===== config.mk =====
export PLATFORM = sky130hd
export DESIGN_NAME = touch_debounce_double_tap
export DESIGN_NICKNAME = d
export VERILOG_FILES = /design/src/rtl/tddt_pkg.sv /design/src/rtl/touch_debounce_double_tap.sv
export SDC_FILE = /design/constraint.sdc
export NUM_CORES = 1
export LEC_CHECK = 0
export ABC_CLOCK_PERIOD_IN_PS = 9600
export BUFFER_PORTS_ARGS = -buffer_cell sky130_fd_sc_hd__buf_2
export CAP_MARGIN = 20
export CELL_PAD_IN_SITES_DETAIL_PLACEMENT = 0
export CELL_PAD_IN_SITES_GLOBAL_PLACEMENT = 1
export CORE_ASPECT_RATIO = 1.1
export CORE_MARGIN = 2
export CORE_UTILIZATION = 45
export CTS_CLUSTER_DIAMETER = 100
export DETAILED_ROUTE_END_ITERATION = 16
export GPL_TIMING_DRIVEN = 0
export PLACE_DENSITY_LB_ADDON = 0.1
export SKIP_LAST_GASP = 1
export SYNTH_ARGS = -nofsm -noshare
export SYNTH_HDL_FRONTEND = slang
export SYNTH_SLANG_ARGS = --single-unit

===== constraint.sdc =====
create_clock -name clk_i -period 9.6 [get_ports clk_i]
set_input_delay 0 -clock clk_i [delete_from_list [all_inputs] [get_ports clk_i]]
set_output_delay 0 -clock clk_i [all_outputs]
set_load 0.1 [all_outputs]

===== src/rtl/tddt_pkg.sv =====
package tddt_pkg;

  // Field widths
  localparam int unsigned SampleW = 22;
  localparam int unsigned TickW   = 32;
  localparam int unsigned TimeW   = 16;
  localparam int unsigned CfgIdxW = 2;
  localparam int unsigned CfgW    = SampleW;

  // Configuration register indexes
  localparam logic [CfgIdxW-1:0] CfgThreshold = 2'd0;
  localparam logic [CfgIdxW-1:0] CfgDebounce  = 2'd1;
  localparam logic [CfgIdxW-1:0] CfgWindow    = 2'd2;

  // Configuration reset values
  localparam logic [SampleW-1:0] ThresholdRst = '0;
  localparam logic [TimeW-1:0]   DebounceRst  = 16'd5;
  localparam logic [TimeW-1:0]   WindowRst    = 16'd30;

  // Reported gesture codes
  typedef enum logic [1:0] {
    GestNone   = 2'd0,
    GestSingle = 2'd1,
    GestDouble = 2'd2
  } gesture_e;

endpackage


===== src/rtl/touch_debounce_double_tap.sv =====
// Timing: a poll is captured in the input register, then its result in the result register.
// Throughput: one poll per cycle while the result channel is not stalled; the state update is a
// single pass through the threshold compare and two 32-bit elapsed-time subtractions between the two registers.
// Reset: rst_ni is asynchronous, active low; it empties both stages, clears the
// debounce and gesture state and loads the configuration defaults (threshold 0,
// debounce 5 ticks, window 30 ticks).
module touch_debounce_double_tap
  import tddt_pkg::*;
(
  input  logic               clk_i,
  input  logic               rst_ni,
  // Configuration write port
  input  logic               cfg_we_i,
  input  logic [CfgIdxW-1:0] cfg_idx_i,
  input  logic [CfgW-1:0]    cfg_data_i,
  // Poll input channel
  input  logic               in_valid_i,
  output logic               in_ready_o,
  input  logic [SampleW-1:0] sample_i,
  input  logic               read_failed_i,
  input  logic [TickW-1:0]   now_tick_i,
  // Result channel
  output logic               out_valid_o,
  input  logic               out_ready_i,
  output logic [1:0]         gesture_o,
  output logic               touched_o
);

  // Configuration registers
  logic [SampleW-1:0] threshold_q;
  logic [TimeW-1:0]   debounce_q;
  logic [TimeW-1:0]   window_q;

  // Input stage
  logic               s1_valid_q;
  logic [SampleW-1:0] s1_sample_q;
  logic               s1_failed_q;
  logic [TickW-1:0]   s1_now_q;
  logic               s1_advance;

  // Detector state
  logic               raw_last_q, raw_last_d;
  logic [TickW-1:0]   change_tick_q, change_tick_d;
  logic               debounced_q, debounced_d;
  logic [TickW-1:0]   release_tick_q, release_tick_d;
  logic               awaiting_q, awaiting_d;

  // Result stage
  logic               out_valid_q;
  gesture_e           gesture_q, gesture_d;
  logic               touched_q;

  // Combinational evaluation
  logic               raw;
  logic [TickW-1:0]   stable_time;
  logic [TickW-1:0]   since_release;
  logic               flip;
  logic               release_now;
  logic               armed;

  // Move the input stage on when the result register is free or being emptied
  assign s1_advance  = s1_valid_q && (!out_valid_q || out_ready_i);
  assign in_ready_o  = !s1_valid_q || s1_advance;
  assign out_valid_o = out_valid_q;
  assign gesture_o   = gesture_q;
  assign touched_o   = touched_q;

  // Load configuration registers
  always_ff @(posedge clk_i or negedge rst_ni) begin
    if (!rst_ni) begin
      threshold_q <= ThresholdRst;
      debounce_q  <= DebounceRst;
      window_q    <= WindowRst;
    end else if (cfg_we_i) begin
      unique case (cfg_idx_i)
        CfgThreshold: threshold_q <= cfg_data_i;
        CfgDebounce:  debounce_q  <= cfg_data_i[TimeW-1:0];
        CfgWindow:    window_q    <= cfg_data_i[TimeW-1:0];
        default: ;
      endcase
    end
  end

  // Hold the input stage valid flag
  always_ff @(posedge clk_i or negedge rst_ni) begin
    if (!rst_ni) begin
      s1_valid_q <= 1'b0;
    end else if (in_ready_o) begin
      s1_valid_q <= in_valid_i;
    end
  end

  // Capture the poll on transfer
  always_ff @(posedge clk_i) begin
    if (in_valid_i && in_ready_o) begin
      s1_sample_q <= sample_i;
      s1_failed_q <= read_failed_i;
      s1_now_q    <= now_tick_i;
    end
  end

  // Debounce and gesture evaluation
  always_comb begin
    raw          = !s1_failed_q && (s1_sample_q < threshold_q);
    raw_last_d   = raw;
    // A fresh raw change restarts the stability timer at this tick
    change_tick_d = (raw != raw_last_q) ? s1_now_q : change_tick_q;
    stable_time   = (raw != raw_last_q) ? '0 : (s1_now_q - change_tick_q);
    flip          = (stable_time >= {{(TickW-TimeW){1'b0}}, debounce_q})
                    && (raw != debounced_q);
    release_now   = flip && !raw;
    debounced_d   = flip ? raw : debounced_q;
    release_tick_d = release_now ? s1_now_q : release_tick_q;
    since_release  = release_now ? '0 : (s1_now_q - release_tick_q);

    gesture_d = GestNone;
    armed     = awaiting_q;
    if (release_now) begin
      if (awaiting_q) begin
        armed     = 1'b0;
        gesture_d = GestDouble;
      end else begin
        armed = 1'b1;
      end
    end

    // Report a single touch once the window after release runs out
    awaiting_d = armed;
    if (armed && !debounced_d
        && (since_release >= {{(TickW-TimeW){1'b0}}, window_q})) begin
      awaiting_d = 1'b0;
      gesture_d  = GestSingle;
    end
  end

  // Update detector state once per evaluated poll
  always_ff @(posedge clk_i or negedge rst_ni) begin
    if (!rst_ni) begin
      raw_last_q     <= 1'b0;
      change_tick_q  <= '0;
      debounced_q    <= 1'b0;
      release_tick_q <= '0;
      awaiting_q     <= 1'b0;
    end else if (s1_advance) begin
      raw_last_q     <= raw_last_d;
      change_tick_q  <= change_tick_d;
      debounced_q    <= debounced_d;
      release_tick_q <= release_tick_d;
      awaiting_q     <= awaiting_d;
    end
  end

  // Hold the result valid flag until transfer
  always_ff @(posedge clk_i or negedge rst_ni) begin
    if (!rst_ni) begin
      out_valid_q <= 1'b0;
    end else if (s1_advance) begin
      out_valid_q <= 1'b1;
    end else if (out_ready_i) begin
      out_valid_q <= 1'b0;
    end
  end

  // Load the result payload
  always_ff @(posedge clk_i) begin
    if (s1_advance) begin
      gesture_q <= gesture_d;
      touched_q <= debounced_d;
    end
  end

`ifndef SYNTHESIS
  // A reported gesture always ends with the pad released
  assert property (@(posedge clk_i) disable iff (!rst_ni)
    out_valid_o && (gesture_q == GestSingle || gesture_q == GestDouble) |-> !touched_o)
    else $error("gesture reported while still touched");

  // Any gesture closes the wait for a second touch
  assert property (@(posedge clk_i) disable iff (!rst_ni)
    s1_advance && (gesture_d != GestNone) |=> !awaiting_q)
    else $error("wait still armed after a gesture");

  // Input is only refused while a full result stage is stalled
  assert property (@(posedge clk_i) disable iff (!rst_ni)
    !in_ready_o |-> out_valid_o && !out_ready_i && s1_valid_q)
    else $error("input refused without output back-pressure");
`endif

endmodule

==> impl_results.md <==
- Flip-flop and latch area: 4827 um2
- Most used cell, CP: sky130_fd_sc_hd__a21o_1
- Setup repair after global routing missed its margin: false
- Highest cell delay on the worst timing path: 0.74 ns
- Post-detailed-route DRC marker count: 0
- Worst hold margin: 0.01034 ns
- Gate count after technology mapping: 1231
- Detailed router's first-iteration violation count: 412
- Final GP Congestion: 0.8812
- Via density: 5.276
- Status: finished clean
- Number of nets in the final layout: 1623
- Post-route setup TNS: 0 ns
- Number of library cell types mapped by synthesis: 67
- Buffers added on ports: 88
- Time the final worst path needs with I/O delays and setup: 8.548 ns
- Via count of the first global-routing pass: 9464
- Die area: between 20000 and 30000 um2
- Antenna cell count: 0
- Critical path peak fanout: 10
- Slowest cell on crit path: sky130_fd_sc_hd__xor2_1
- Critical Setup Path Class: reg -> reg
- Transition time at the pin with the least slew margin: 1.005 ns
- Clock-pin slew of the registers on the worst-case setup and hold paths: 0.07 ns
- Inserted Clock Buffers: 17
- Commonest cells after routing, fill and taps aside: 136 x sky130_fd_sc_hd__nand2_1, 128 x sky130_fd_sc_hd__inv_1, 117 x sky130_fd_sc_hd__dfrtp_1, 115 x sky130_fd_sc_hd__ha_1, 95 x sky130_fd_sc_hd__buf_2
- Share of flip-flops with an asynchronous set or reset: 67.96%
- Worst EP required: 9.79 ns
- Worst clock skew on the final layout: 0.008961 ns
- CTS root buf: sky130_fd_sc_hd__clkbuf_16
- Max Cap Violations: 0
- Number of endpoints with negative hold slack in the final report: 0
- Max Clk Rate: 0.1170 GHz
- Final HPWL from detailed placement: 22330 um
- Total number of vias: 9397
- Startpoint class of the critical path: flip-flop
- Count of boundary I/O pins: 89
- Post-CTS repair timing setup buffer count: 0
- Max VDD drop: 0.0001263 V
- Die W: 156.8 um
- Average cell area after synthesis: 9.382 um2
- Total standard cell area after synthesis: 11550 um2
- Count of flip-flops with a built-in enable after synthesis: 58
- Sequential cell area fraction in the yosys report: 41.79%
- Tightest slew margin relative to the limit: between 30% and 40%
- Clk sinks: 181
- Antenna violation net count after detailed routing: 0
- Commonest non-fill, non-tap cell in the layout: sky130_fd_sc_hd__nand2_1
- Area growth from synthesis to layout: 20.06%
- Clock insertion delay at the later pin of the skew report: ~0.44 ns
- Fraction of final layout cells sized beyond drive strength 1: 12.82%
- Maximum number of buffers from clock root to sink: 2
- Core footprint: 25260 um2
- Data arrival time of the critical path: 8.74 ns
- Die Span Y: 172.0 um
- Nature of the critical path endpoint: flip-flop
- Std-Cell Rows: between 60 and 70
- Total leakage power: 6.304 nW
- Total Routing Usage GR: 22.67%
- Overflow after GRT: 0
- Average routed wire per standard cell: 16.47 um
- Effective utilization at floorplan: 45.72%
- Portion of the clock cycle consumed by the worst path in the final layout: 89.04%
- Number of register bits inferred by synthesis: around 180
- Largest net degree at the start of global routing: 72
- Multi-input logic area: 6102 um2
- First-pass GRT wire length: between 40000 and 50000 um
- Number of slew-limit violations in the final report: 0
- Initial antenna violation count: 0
- Most used flip-flop cell after synthesis: sky130_fd_sc_hd__dfrtp_1
- Mapped Nets: 1432
- Class of the tightest hold or removal check: in -> reg
- Clock tree from TritonCTS: yes
- Wire length after detailed routing: between 20000 and 30000 um
- Number of warnings reported in the yosys synthesis log: 0
- Count of filler cells inserted in the layout: roughly 2300
- Maximum level of the CTS H-tree: 4
- Power per unit of standard cell area: around 290 nW/um2
- Count of final setup violators: 0
- First-pass detailed-route iteration total: 5
## final cells by class
| class | instances | area share (%) |
|---|---|---|
| Clock inverter | 15 | 1.029 |
| Clock buffer | 17 | 3.068 |
| Inverter | 128 | 3.465 |
| Multi-Input combinational cell | 887 | 44.00 |
| Sequential cell | 181 | 34.81 |
| Buffer | 35 | 1.020 |
| Timing Repair Buffer | 172 | 9.483 |
| Tap cell | 346 | 3.122 |
## flip-flops by register name, summed over array words and instances, names as in the netlist
signal / flops
gesture_o: 2
debounced_q: 1
release_tick_q: 32
threshold_q: 22
awaiting_q: 1
window_q: 16
s1_now_q: 32
s1_sample_q: 22
s1_valid_q: 1
s1_failed_q: 1
change_tick_q: 32
touched_o: 1
out_valid_o: 1
raw_last_q: 1
debounce_q: 16
## what timing repair did
item | 4_1_cts | 5_1_grt
hold buffers | 82 | 0
resized for setup | 0 | 0
hold endpoints to repair | 194 | 0
## layer usage
metal / share of wire, % / global-route usage [%] / wire [um] / vias up
met1: 49 / 30.88 / 14250 / 4443
met5: 0 / 0 / 0 / -
met4: 2.2 / 7.140 / 636 / 0
met3: 2.9 / 3.283 / 857 / 32
li1: - / - / - / 4766
met2: 46 / 37.38 / 13590 / 156
## metrics by stage
| stage | worst slack [ns] | cells | utilization (%) | area [um2] | power (W) |
|---|---|---|---|---|---|
| floorplan | 2.756 | 1231 | - | 11550 | 0.002809 |
| detailed placement | 0.9377 | 1667 | 49.39 | 12480 | 0.003367 |
| CTS | 0.8623 | 1781 | 54.89 | 13870 | 0.004104 |
| global placement | 0.9883 | 1665 | 49.18 | 12420 | 0.003335 |
| finish | 1.052 | 1781 | 54.89 | 13870 | 0.004084 |
| global route | 0.5686 | 1781 | 54.89 | 13870 | 0.004450 |
## final timing paths
check,start,endpoint,slack [ns],cells past startpoint
max,s1_sample_q[7]$_DFFE_PP_,gesture_o[0]$_SDFFCE_PP1P_,1.05,34
min,cfg_idx_i[1],threshold_q[1]$_DFFE_PN0P_,0.01,4
max reg2reg,s1_sample_q[7]$_DFFE_PP_,gesture_o[0]$_SDFFCE_PP1P_,1.05,34
min reg2reg,release_tick_q[0]$_DFFE_PN0P_,release_tick_q[0]$_DFFE_PN0P_,0.50,1
max in group asynchronous,rst_ni,raw_last_q$_DFFE_PN0P_,8.75,3
min in group asynchronous,rst_ni,change_tick_q[3]$_DFFE_PN0P_,0.08,2
## cells in the mapped netlist (all sizes together) (16+ instances only)
master | instances | area, um2
a21o | 41 | 307.8
a21oi | 73 | 365.4
clkbuf | 27 | 101.4
dfrtp | 117 | 2928
edfxtp | 58 | 1742
ha | 115 | 1439
inv | 128 | 480.5
mux2 | 40 | 450.4
nand2 | 136 | 510.5
nand3 | 16 | 80.08
nand4 | 18 | 112.6
nor2 | 80 | 300.3
nor3 | 17 | 85.08
o21ai | 123 | 615.6
xnor2 | 29 | 254.0
xor2 | 16 | 140.1
## logic make-up (layout without fill, tap and decap cells)
group / after synthesis / after routing / synth area share (%)
buf+inv: 163 / 367 / 5.384
flops: 181 / 181 / 41.79
fa+ha+maj: 117 / 117 / 12.80
xor+xnor: 45 / 45 / 3.412
compound gates: 343 / 343 / 18.86
simple gates: 338 / 338 / 13.50
mux: 44 / 44 / 4.247
## critical path: cells and delay by family (launching register included)
kind,cells,cell delay (ns)
compound gates,21,3.93
xor+xnor,1,0.74
flops,1,0.38
fa+ha+maj,3,0.92
buf+inv,3,1.23
simple gates,6,1.08
## report_power, final
| part | switching, W | internal, W | leakage, nW |
|---|---|---|---|
| Sequential | 0.0000770 | 0.00100 | 2.03 |
| Clock | 0.000328 | 0.000365 | 0.280 |
| Combinational | 0.00137 | 0.000942 | 4.00 |
| Total | 0.00177 | 0.00231 | 6.30 |
Note: power is estimated with default switching activity, not from simulation.
